`config.mk`:
```
export PLATFORM = sky130hd
export DESIGN_NAME = biquad_iir_filter_section_top_flat
export DESIGN_NICKNAME = d
export VERILOG_FILES = /design/src/hw/rtl/biquad_pkg.sv /design/src/hw/rtl/biquad_if.sv /design/src/hw/rtl/biquad_ctrl.sv /design/src/hw/rtl/biquad_dp.sv /design/src/hw/rtl/biquad_iir_filter_section_top.sv /design/src/flat_wrapper.sv
export SDC_FILE = /design/constraint.sdc
export NUM_CORES = 2
export LEC_CHECK = 0
export BUFFER_PORTS_ARGS = -buffer_cell sky130_fd_sc_hd__buf_4
export CAP_MARGIN = 20
export CELL_PAD_IN_SITES_DETAIL_PLACEMENT = 0
export CELL_PAD_IN_SITES_GLOBAL_PLACEMENT = 2
export CORE_MARGIN = 2
export CORE_UTILIZATION = 25
export DETAILED_ROUTE_END_ITERATION = 6
export PLACE_DENSITY_LB_ADDON = 0.3
export SYNTH_ARGS = -nofsm -noshare
export SYNTH_HDL_FRONTEND = slang
export SYNTH_SLANG_ARGS = --single-unit
export TNS_END_PERCENT = 30
```
`constraint.sdc`:
```
create_clock -name clk -period 13.3 [get_ports clk]
set_input_delay 0 -clock clk [delete_from_list [all_inputs] [get_ports clk]]
set_output_delay 0 -clock clk [all_outputs]
set_load 0.05 [all_outputs]
```
`src/hw/rtl/biquad_pkg.sv`:
```
// Shared types, constants and saturation helpers for the biquad filter section.
// Depends on nothing; the other RTL files use scoped names, the bench imports it.

package biquad_pkg;

  // Number formats
  localparam int SAMPLE_BITS    = 24;
  localparam int COEF_FRAC_BITS = 28;
  localparam int COEF_BITS      = 32;
  localparam int STATE_BITS     = SAMPLE_BITS + 16;
  localparam int PROD_BITS      = COEF_BITS + SAMPLE_BITS;
  localparam int SCALED_BITS    = PROD_BITS - COEF_FRAC_BITS;
  localparam int ACC_BITS       = ((STATE_BITS > SCALED_BITS) ? STATE_BITS : SCALED_BITS) + 2;

  // Configuration port
  localparam int CFG_INDEX_BITS = 3;
  localparam int CFG_DATA_BITS  = COEF_BITS;

  typedef logic signed [SAMPLE_BITS-1:0] sample_t;
  typedef logic signed [COEF_BITS-1:0]   coef_t;
  typedef logic signed [STATE_BITS-1:0]  state_t;
  typedef logic signed [PROD_BITS-1:0]   prod_t;
  typedef logic signed [SCALED_BITS-1:0] scaled_t;
  typedef logic signed [ACC_BITS-1:0]    acc_t;

  // Coefficient reset values
  localparam coef_t COEF_ONE  = coef_t'(longint'(1) <<< COEF_FRAC_BITS);
  localparam coef_t COEF_ZERO = '0;

  // Rounding offset added to every product before the scale-down shift
  localparam prod_t PROD_ROUND = prod_t'(longint'(1) <<< (COEF_FRAC_BITS - 1));

  // Saturation limits at accumulator width
  localparam longint SAMPLE_MAX_L = (longint'(1) <<< (SAMPLE_BITS - 1)) - 1;
  localparam longint STATE_MAX_L  = (longint'(1) <<< (STATE_BITS - 1)) - 1;
  localparam acc_t ACC_SAMPLE_MAX = acc_t'(SAMPLE_MAX_L);
  localparam acc_t ACC_SAMPLE_MIN = acc_t'(-SAMPLE_MAX_L - 1);
  localparam acc_t ACC_STATE_MAX  = acc_t'(STATE_MAX_L);
  localparam acc_t ACC_STATE_MIN  = acc_t'(-STATE_MAX_L - 1);

  // Register indexes
  typedef enum logic [CFG_INDEX_BITS-1:0] {
    REG_B0 = 3'd0,
    REG_B1 = 3'd1,
    REG_B2 = 3'd2,
    REG_A1 = 3'd3,
    REG_A2 = 3'd4
  } cfg_reg_t;

  // Sequencer states
  typedef enum logic [2:0] {
    ST_IDLE,
    ST_MUL_B0,
    ST_Y,
    ST_MUL_A1,
    ST_MUL_B2,
    ST_MUL_A2,
    ST_DONE
  } ctrl_state_t;

  // Multiplier operand pairs
  typedef enum logic [2:0] {
    MUL_B0_X,
    MUL_B1_X,
    MUL_A1_Y,
    MUL_B2_X,
    MUL_A2_Y
  } mul_sel_t;

  // Accumulator operations
  typedef enum logic [2:0] {
    ACC_HOLD,
    ACC_Y,
    ACC_N1_START,
    ACC_N1_SUB,
    ACC_N2_START
  } acc_op_t;

  // Controller to datapath commands
  typedef struct packed {
    logic     load;
    logic     mul_en;
    mul_sel_t mul_sel;
    acc_op_t  acc_op;
    logic     commit;
  } dp_cmd_t;

  // Datapath to controller status
  typedef struct packed {
    logic out_busy;
  } dp_stat_t;

  // Clamp an accumulator value to the sample range
  function automatic sample_t sat_sample(input acc_t v);
    sample_t r;
    if (v > ACC_SAMPLE_MAX) begin
      r = sample_t'(ACC_SAMPLE_MAX);
    end else if (v < ACC_SAMPLE_MIN) begin
      r = sample_t'(ACC_SAMPLE_MIN);
    end else begin
      r = sample_t'(v);
    end
    return r;
  endfunction

  // Flag an accumulator value outside the sample range
  function automatic logic sample_over(input acc_t v);
    return (v > ACC_SAMPLE_MAX) || (v < ACC_SAMPLE_MIN);
  endfunction

  // Clamp an accumulator value to the state word range
  function automatic state_t sat_state(input acc_t v);
    state_t r;
    if (v > ACC_STATE_MAX) begin
      r = state_t'(ACC_STATE_MAX);
    end else if (v < ACC_STATE_MIN) begin
      r = state_t'(ACC_STATE_MIN);
    end else begin
      r = state_t'(v);
    end
    return r;
  endfunction

endpackage

```
`src/hw/rtl/biquad_if.sv`:
```
// Valid/ready channel interfaces for input samples and filtered results.
// Depends on biquad_pkg for the payload types.

interface biquad_sample_if;
  logic                 valid;
  logic                 ready;
  biquad_pkg::sample_t  sample_in;
  logic                 block_end;

  modport source (output valid, output sample_in, output block_end, input ready);
  modport sink   (input valid, input sample_in, input block_end, output ready);
endinterface

interface biquad_result_if;
  logic                 valid;
  logic                 ready;
  biquad_pkg::sample_t  sample_out;
  logic                 block_end_out;
  logic                 clipped;

  modport source (output valid, output sample_out, output block_end_out, output clipped,
                  input ready);
  modport sink   (input valid, input sample_out, input block_end_out, input clipped,
                  output ready);
endinterface

```
`src/hw/rtl/biquad_ctrl.sv`:
```
// Sequencer for the biquad section: steps the shared multiplier through the
// five products of one sample. Depends on biquad_pkg.

module biquad_ctrl (
  input  logic                 clk,
  input  logic                 rst,
  input  logic                 valid,
  output logic                 ready,
  input  biquad_pkg::dp_stat_t stat,
  output biquad_pkg::dp_cmd_t  cmd
);

  biquad_pkg::ctrl_state_t state, state_next;

  // State register
  always_ff @(posedge clk) begin
    if (rst) begin
      state <= biquad_pkg::ST_IDLE;
    end else begin
      state <= state_next;
    end
  end

  // Next state and commands
  always_comb begin
    state_next  = state;
    ready       = 1'b0;
    cmd.load    = 1'b0;
    cmd.mul_en  = 1'b0;
    cmd.mul_sel = biquad_pkg::MUL_B0_X;
    cmd.acc_op  = biquad_pkg::ACC_HOLD;
    cmd.commit  = 1'b0;
    unique case (state)
      biquad_pkg::ST_IDLE: begin
        ready = 1'b1;
        if (valid) begin
          cmd.load   = 1'b1;
          state_next = biquad_pkg::ST_MUL_B0;
        end
      end
      biquad_pkg::ST_MUL_B0: begin
        cmd.mul_en  = 1'b1;
        cmd.mul_sel = biquad_pkg::MUL_B0_X;
        state_next  = biquad_pkg::ST_Y;
      end
      biquad_pkg::ST_Y: begin
        cmd.acc_op  = biquad_pkg::ACC_Y;
        cmd.mul_en  = 1'b1;
        cmd.mul_sel = biquad_pkg::MUL_B1_X;
        state_next  = biquad_pkg::ST_MUL_A1;
      end
      biquad_pkg::ST_MUL_A1: begin
        cmd.acc_op  = biquad_pkg::ACC_N1_START;
        cmd.mul_en  = 1'b1;
        cmd.mul_sel = biquad_pkg::MUL_A1_Y;
        state_next  = biquad_pkg::ST_MUL_B2;
      end
      biquad_pkg::ST_MUL_B2: begin
        cmd.acc_op  = biquad_pkg::ACC_N1_SUB;
        cmd.mul_en  = 1'b1;
        cmd.mul_sel = biquad_pkg::MUL_B2_X;
        state_next  = biquad_pkg::ST_MUL_A2;
      end
      biquad_pkg::ST_MUL_A2: begin
        cmd.acc_op  = biquad_pkg::ACC_N2_START;
        cmd.mul_en  = 1'b1;
        cmd.mul_sel = biquad_pkg::MUL_A2_Y;
        state_next  = biquad_pkg::ST_DONE;
      end
      biquad_pkg::ST_DONE: begin
        // Hold until the output register is free
        if (!stat.out_busy) begin
          cmd.commit = 1'b1;
          state_next = biquad_pkg::ST_IDLE;
        end
      end
      default: begin
        state_next = biquad_pkg::ST_IDLE;
      end
    endcase
  end

endmodule

```
`src/hw/rtl/biquad_dp.sv`:
```
// Datapath for the biquad section: coefficient registers, one shared multiplier,
// accumulators, delay state and the output register. Depends on biquad_pkg.

module biquad_dp (
  input  logic                                       clk,
  input  logic                                       rst,
  input  logic                                       cfg_we,
  input  logic [biquad_pkg::CFG_INDEX_BITS-1:0]      cfg_index,
  input  logic [biquad_pkg::CFG_DATA_BITS-1:0]       cfg_data,
  input  biquad_pkg::sample_t                        sample_in,
  input  logic                                       block_end,
  input  biquad_pkg::dp_cmd_t                        cmd,
  output biquad_pkg::dp_stat_t                       stat,
  input  logic                                       res_ready,
  output logic                                       res_valid,
  output biquad_pkg::sample_t                        sample_out,
  output logic                                       block_end_out,
  output logic                                       clipped
);

  biquad_pkg::coef_t   coef_b0, coef_b1, coef_b2, coef_a1, coef_a2;
  biquad_pkg::sample_t x;
  logic                mark;
  biquad_pkg::prod_t   prod;
  biquad_pkg::sample_t y;
  logic                clip;
  biquad_pkg::acc_t    n1, n2;
  biquad_pkg::state_t  delay_one, delay_two;

  biquad_pkg::coef_t   mul_coef;
  biquad_pkg::sample_t mul_val;
  biquad_pkg::acc_t    scaled;
  biquad_pkg::acc_t    y_sum;

  // Coefficient registers; writes to unused indexes are dropped
  always_ff @(posedge clk) begin
    if (rst) begin
      coef_b0 <= biquad_pkg::COEF_ONE;
      coef_b1 <= biquad_pkg::COEF_ZERO;
      coef_b2 <= biquad_pkg::COEF_ZERO;
      coef_a1 <= biquad_pkg::COEF_ZERO;
      coef_a2 <= biquad_pkg::COEF_ZERO;
    end else if (cfg_we) begin
      unique case (cfg_index)
        biquad_pkg::REG_B0: coef_b0 <= cfg_data;
        biquad_pkg::REG_B1: coef_b1 <= cfg_data;
        biquad_pkg::REG_B2: coef_b2 <= cfg_data;
        biquad_pkg::REG_A1: coef_a1 <= cfg_data;
        biquad_pkg::REG_A2: coef_a2 <= cfg_data;
        default: ;
      endcase
    end
  end

  // Capture the accepted transaction
  always_ff @(posedge clk) begin
    if (cmd.load) begin
      x    <= sample_in;
      mark <= block_end;
    end
  end

  // Select multiplier operands
  always_comb begin
    unique case (cmd.mul_sel)
      biquad_pkg::MUL_B0_X: begin mul_coef = coef_b0; mul_val = x; end
      biquad_pkg::MUL_B1_X: begin mul_coef = coef_b1; mul_val = x; end
      biquad_pkg::MUL_A1_Y: begin mul_coef = coef_a1; mul_val = y; end
      biquad_pkg::MUL_B2_X: begin mul_coef = coef_b2; mul_val = x; end
      biquad_pkg::MUL_A2_Y: begin mul_coef = coef_a2; mul_val = y; end
      default:              begin mul_coef = coef_b0; mul_val = x; end
    endcase
  end

  // Shared multiplier with the rounding offset folded in
  always_ff @(posedge clk) begin
    if (cmd.mul_en) begin
      prod <= biquad_pkg::prod_t'(mul_coef) * biquad_pkg::prod_t'(mul_val)
              + biquad_pkg::PROD_ROUND;
    end
  end

  // Scale the registered product back to sample scale
  assign scaled = biquad_pkg::acc_t'(biquad_pkg::scaled_t'(prod >>> biquad_pkg::COEF_FRAC_BITS));
  assign y_sum  = scaled + biquad_pkg::acc_t'(delay_one);

  // Accumulate output and new state words
  always_ff @(posedge clk) begin
    unique case (cmd.acc_op)
      biquad_pkg::ACC_Y: begin
        y    <= biquad_pkg::sat_sample(y_sum);
        clip <= biquad_pkg::sample_over(y_sum);
      end
      biquad_pkg::ACC_N1_START: n1 <= scaled + biquad_pkg::acc_t'(delay_two);
      biquad_pkg::ACC_N1_SUB:   n1 <= n1 - scaled;
      biquad_pkg::ACC_N2_START: n2 <= scaled;
      default: ;
    endcase
  end

  // Update the delay state at the end of each sample
  always_ff @(posedge clk) begin
    if (rst) begin
      delay_one <= '0;
      delay_two <= '0;
    end else if (cmd.commit) begin
      delay_one <= biquad_pkg::sat_state(n1);
      delay_two <= biquad_pkg::sat_state(n2 - scaled);
    end
  end

  // Output register: hold while the receiver stalls
  always_ff @(posedge clk) begin
    if (rst) begin
      res_valid <= 1'b0;
    end else if (cmd.commit) begin
      res_valid <= 1'b1;
    end else if (res_ready) begin
      res_valid <= 1'b0;
    end
  end

  always_ff @(posedge clk) begin
    if (cmd.commit) begin
      sample_out    <= y;
      block_end_out <= mark;
      clipped       <= clip;
    end
  end

  assign stat.out_busy = res_valid && !res_ready;

endmodule

```
`src/hw/rtl/biquad_iir_filter_section_top.sv`:
```
// Biquad IIR section (transposed direct form II), top level.
// Depends on biquad_pkg, biquad_if, biquad_ctrl and biquad_dp.
//
// Usage:
//   sample_ch carries one signed Q1.23 sample and a block-end mark per
//   transaction; result_ch returns one filtered, saturated sample with the
//   copied mark and a clip flag. Coefficients (Q4.28) are written through
//   cfg_we / cfg_index / cfg_data while the block is idle: 0 b0, 1 b1, 2 b2,
//   3 a1, 4 a2; other indexes are ignored.
//   Pacing: a new sample is accepted only once the previous one has been
//   committed, since the single multiplier forms the five products of a
//   sample in turn.
//   Reset (rst, synchronous): coefficients return to b0 = 1.0 and the others
//   to zero, both delay words clear and the output channel empties.
//   A stalled receiver: the result stays in the output register; the next
//   sample is still accepted and computed, then waits before its state update
//   until the output register is free.

module biquad_iir_filter_section_top (
  input  logic                                  clk,
  input  logic                                  rst,
  input  logic                                  cfg_we,
  input  logic [biquad_pkg::CFG_INDEX_BITS-1:0] cfg_index,
  input  logic [biquad_pkg::CFG_DATA_BITS-1:0]  cfg_data,
  biquad_sample_if.sink                         sample_ch,
  biquad_result_if.source                       result_ch
);

  biquad_pkg::dp_cmd_t  cmd;
  biquad_pkg::dp_stat_t stat;

  // Sequencer
  biquad_ctrl u_ctrl (
    .clk   (clk),
    .rst   (rst),
    .valid (sample_ch.valid),
    .ready (sample_ch.ready),
    .stat  (stat),
    .cmd   (cmd)
  );

  // Arithmetic and state
  biquad_dp u_dp (
    .clk           (clk),
    .rst           (rst),
    .cfg_we        (cfg_we),
    .cfg_index     (cfg_index),
    .cfg_data      (cfg_data),
    .sample_in     (sample_ch.sample_in),
    .block_end     (sample_ch.block_end),
    .cmd           (cmd),
    .stat          (stat),
    .res_ready     (result_ch.ready),
    .res_valid     (result_ch.valid),
    .sample_out    (result_ch.sample_out),
    .block_end_out (result_ch.block_end_out),
    .clipped       (result_ch.clipped)
  );

endmodule

```
`src/flat_wrapper.sv`:
```
// flat-port wrapper written by rule: the top's interface ports become plain ports
module biquad_iir_filter_section_top_flat 
  (clk, rst, cfg_we, cfg_index, cfg_data, sample_ch_valid, sample_ch_sample_in, sample_ch_block_end, sample_ch_ready, result_ch_valid, result_ch_sample_out, result_ch_block_end_out, result_ch_clipped, result_ch_ready);
  biquad_sample_if sample_ch_i ();
  biquad_result_if result_ch_i ();
  input  logic clk;
  input  logic rst;
  input  logic cfg_we;
  input  logic [biquad_pkg::CFG_INDEX_BITS-1:0] cfg_index;
  input  logic [biquad_pkg::CFG_DATA_BITS-1:0] cfg_data;
  input wire logic [$bits(sample_ch_i.valid)-1:0] sample_ch_valid;
  input wire logic [$bits(sample_ch_i.sample_in)-1:0] sample_ch_sample_in;
  input wire logic [$bits(sample_ch_i.block_end)-1:0] sample_ch_block_end;
  output wire logic [$bits(sample_ch_i.ready)-1:0] sample_ch_ready;
  output wire logic [$bits(result_ch_i.valid)-1:0] result_ch_valid;
  output wire logic [$bits(result_ch_i.sample_out)-1:0] result_ch_sample_out;
  output wire logic [$bits(result_ch_i.block_end_out)-1:0] result_ch_block_end_out;
  output wire logic [$bits(result_ch_i.clipped)-1:0] result_ch_clipped;
  input wire logic [$bits(result_ch_i.ready)-1:0] result_ch_ready;
  assign sample_ch_i.valid = sample_ch_valid;
  assign sample_ch_i.sample_in = sample_ch_sample_in;
  assign sample_ch_i.block_end = sample_ch_block_end;
  assign sample_ch_ready = sample_ch_i.ready;
  assign result_ch_valid = result_ch_i.valid;
  assign result_ch_sample_out = result_ch_i.sample_out;
  assign result_ch_block_end_out = result_ch_i.block_end_out;
  assign result_ch_clipped = result_ch_i.clipped;
  assign result_ch_i.ready = result_ch_ready;
  biquad_iir_filter_section_top u_core (.clk(clk), .rst(rst), .cfg_we(cfg_we), .cfg_index(cfg_index), .cfg_data(cfg_data), .sample_ch(sample_ch_i), .result_ch(result_ch_i));
endmodule
```
==> metrics.md <==
| Metric | Value |
|---|---|
| Outcome | complete, but fails checks |
| Failing checks | design-rule violations |
| WL per Instance | 21.55 um |
| Final Setup Violations | 0 |
| Final count of hold timing violations | 0 |
| Synth Cell Area | 0.04859 sq mm |
| Top cells by area, synth | fa_1 (32%), edfxtp_1 (11%), dfxtp_1 (9.6%) |
| Nets | 6,671 |
| Ys async rst share | 0 |
| Clk sinks | 408 |
| Setup TNS | 0 ns |
| RSZ-0062 raised after global routing | no |
| Final HPWL DP | 134.2 mm |
| Fin. max-slew vios | 0 |
| DR pass1 iterations | 7 |
| Worst hold start | cfg_index[2] |
| Cts bufs inserted | 50 |
| Overall routing resource usage | 0.1771 |
| CTS tree | yes |
| Area Growth Syn to Fin | 12.67% |
| Synth Register Bits | 408 |
| Hold EP | u_core.u_dp.coef_a2[2] |
| Slowest cell on crit path | fa_1 |
| Synth top area share | 0.3239 |
| Initial DRC Count | 2,230 |
| CTS clock-pin slew for the worst setup and hold paths | 0.06 ns |
| Clk buf depth | 3 |
| Reg2reg setup slack | 3.02 ns |
| Crit end category | flop |
| Most frequent cell after synthesis | nand2_1 |
| Seq/Total Area, Yosys | 0.2040 |
| Syn_nets | 6,633 |
| GP Congestion | 0.8368 |
| Initial antenna violation count | 9 |
| Drt via density | 4.642 |
| Maximum vdd ir drop | 0.4476 mV |
| Die Y | 444.8 um |
| Layout cell share with drive strength beyond 1 | 0.06833 |
| Crit Path Class | flop to flop |
| Vias after detailed routing | 37,650 |
| Drt drc | 1 |
| # resized after CTS | 0 |
| Most used cell, CP | fa_1 |
| Slew HR | 0.2506 |
| RR Endpoint | u_core.u_dp.prod[52] |
| Vias in the first global route | 39,320 |
| CP max FO | 96 |
| Die W | 444.8 um |
| Worst-Skew Late Latency | 0.66 ns |
| Cells after Synth | 5,497 |
| PwrDens | 278.4 mW/mm^2 |
| DIE AREA | 0.1979 sq mm |
| Row count | 161 |
| Reg2reg start | u_core.u_ctrl.state[1] |
| Min Tclk post-route | 10.28 ns |
| Detail Route Antenna Nets | 0 |
| Worst Hold Path Cells | 5 |
| Worst Tran Pin Value | 1.124 ns |
| Worst r2r path cells | 28 |
| H-Tree Depth | 2 |
| First-pass GRT wire length | 261.2 mm |
| Clock skew | 0.06671 ns |
| Yosys warning total | 0 |
| EDFF count, synth | 174 |
| Post-synth cell types | 93 |
| Max Cap Viol | 0 |
| Fmax | 0.09726 GHz |
| Largest net degree at the start of global routing | 97 |
| Mapped Avg Cell Area | 8.839 sq um |
| Grt total ovfl | 0 |
| Initial Utilization | 0.2520 |
| Arr. time, crit path | 10.69 ns |
| Port bufs | 92 |
| Design Area, Final | 0.05474 sq mm |
| Cell taking the most area after synthesis | fa_1 |
| Root buf cell | clkbuf_16 |
| Lkg Pwr | 24.13 nW |
| Top cells by count, synth | nand2_1 (916), inv_1 (867), fa_1 (786), nor2_1 (531), a21oi_1 (380) |
| Area of placed instances | 0.05245 sq mm |
| Max incr delay on CP | 0.74 ns |
| CP startpoint kind | flop |
| Worst Hold Class | primary input to flop |
| Post-CTS setup buffers | 0 |
| Req. time, crit path | 13.71 ns |
| Ys flop type | dfxtp_1 |
| Tcrit/Tclk final | 0.7730 |
| Io pins | 93 |
| CORE AREA | 0.1928 sq mm |
| Final WL | 174.8 mm |
[through the flow]
| step | setup WS (ns) | cells | total power, mW | util | hold WS, ns |
|---|---|---|---|---|---|
| 3_5_place_dp | 2.943 | 7949 | 13.97 | 0.2720 | 0.1810 |
| 5_1_grt | 2.373 | 8108 | 17.08 | 0.2839 | 0.04069 |
| 2_1_floorplan | 4.392 | 5497 | 10.83 | - | 0.09887 |
| 6_report | 3.019 | 8112 | 15.24 | 0.2839 | 0.06202 |
| 3_3_place_gp | 3.092 | 7947 | 14.01 | 0.2719 | 0.1784 |
| 4_1_cts | 2.975 | 8102 | 15.52 | 0.2838 | 0.004820 |
[how the worst max path moves through the flow]
stage                                start                   end  slack (ns)  cells after the start
global route        u_core.u_ctrl.state[1]  u_core.u_dp.prod[52]        2.37                     28
detailed placement  u_core.u_ctrl.state[1]  u_core.u_dp.prod[52]        2.94                     27
finish              u_core.u_ctrl.state[1]  u_core.u_dp.prod[52]        3.02                     28
global placement    u_core.u_ctrl.state[1]  u_core.u_dp.prod[52]        3.09                     27
CTS                 u_core.u_ctrl.state[1]  u_core.u_dp.prod[52]        2.98                     27
floorplan           u_core.u_ctrl.state[0]  u_core.u_dp.prod[52]        4.39                     30
[layer usage]
| metal | vias to the layer above | part of all wire | global-route usage |
|---|---|---|---|
| met3 | 178 | 0.033 | 0.01409 |
| met1 | 19250 | 0.44 | 0.2358 |
| met5 | - | 0.000074 | 0 |
| met4 | 2 | 0.032 | 0.05296 |
| li1 | 17540 | - | - |
| met2 | 683 | 0.49 | 0.3054 |
[layout make-up]
class / count / area [sq um]
clock buffers: 66 / 1373
fillers: 20550 / 138000
well taps: 2526 / 3161
multi-input cells: 3956 / 34650
diodes: 10 / 25.02
flip-flops and latches: 408 / 9918
clock inverters: 27 / 296.5
inverters: 869 / 3264
repair buffers: 250 / 2048
[power by group]
| part | switching [mW] | internal (mW) |
|---|---|---|
| Sequential | 0.134 | 1.88 |
| Combinational | 6.93 | 4.87 |
| Clock | 0.610 | 0.811 |
[state kept, by name, summed over array words and instances (netlist names), 28 cells and up]
name and cells:
u_core.u_dp.delay_two 30, u_core.u_dp.coef_b2 32, u_core.u_dp.coef_a2 32, u_core.u_dp.delay_one 40
u_core.u_dp.n1 42, u_core.u_dp.coef_b1 32, u_core.u_dp.prod 28, u_core.u_dp.coef_b0 32
u_core.u_dp.n2 28, u_core.u_dp.coef_a1 32
[timing repair]
| item | CTS | global route |
|---|---|---|
| hold buffers | 60 | 0 |
| setup endpoints to repair | 0 | 0 |
| hold endpoints to repair | 255 | 0 |
[logic make-up after synthesis]
logic type               synth area share
AO/OA/AOI/OAI                      0.1137
XOR/XNOR                          0.02848
adder cells (fa/ha/maj)            0.3973
buffers and inverters             0.08836
flip-flops                         0.2040
multiplexers                      0.02132
AND/OR/NAND/NOR                    0.1469
[worst max-delay path: cells and delay by family, from the launching register on]
kind,cells,cell delay [ns]
compound gates,8,2.13
xor+xnor,1,0.08
fa+ha+maj,8,4.31
buf+inv,5,1.64
flops,1,0.34
simple gates,6,1.51
[cell usage in the layout (no fill, tap or decap), types with 9 or more instances in the layout]
cell / instances
mux2i_1: 67
o21ai_1: 19
buf_4: 187
mux2_2: 20
nand3_1: 51
o21ai_0: 147
dfxtp_1: 231
a31oi_1: 24
diode_2: 10
a21o_1: 84
mux2i_4: 9
nor2_1: 526
a21boi_0: 9
xor2_1: 51
a221o_1: 13
xnor2_1: 106
o21a_1: 41
nand2b_1: 25
nor2b_1: 30
ha_1: 285
o21bai_1: 15
and2_1: 10
inv_1: 867
and3_1: 21
nand4_1: 18
edfxtp_1: 174
clkbuf_16: 51
nand2_1: 914
dlygate4sd3_1: 60
a21oi_1: 379
nor3_1: 78
clkbuf_1: 11
a211o_1: 9
a211oi_1: 22
o21ai_2: 24
clkinv_2: 11
or2_2: 10
fa_1: 786
o211ai_1: 16
No activity file was read; power rests on OpenSTA's default activity.
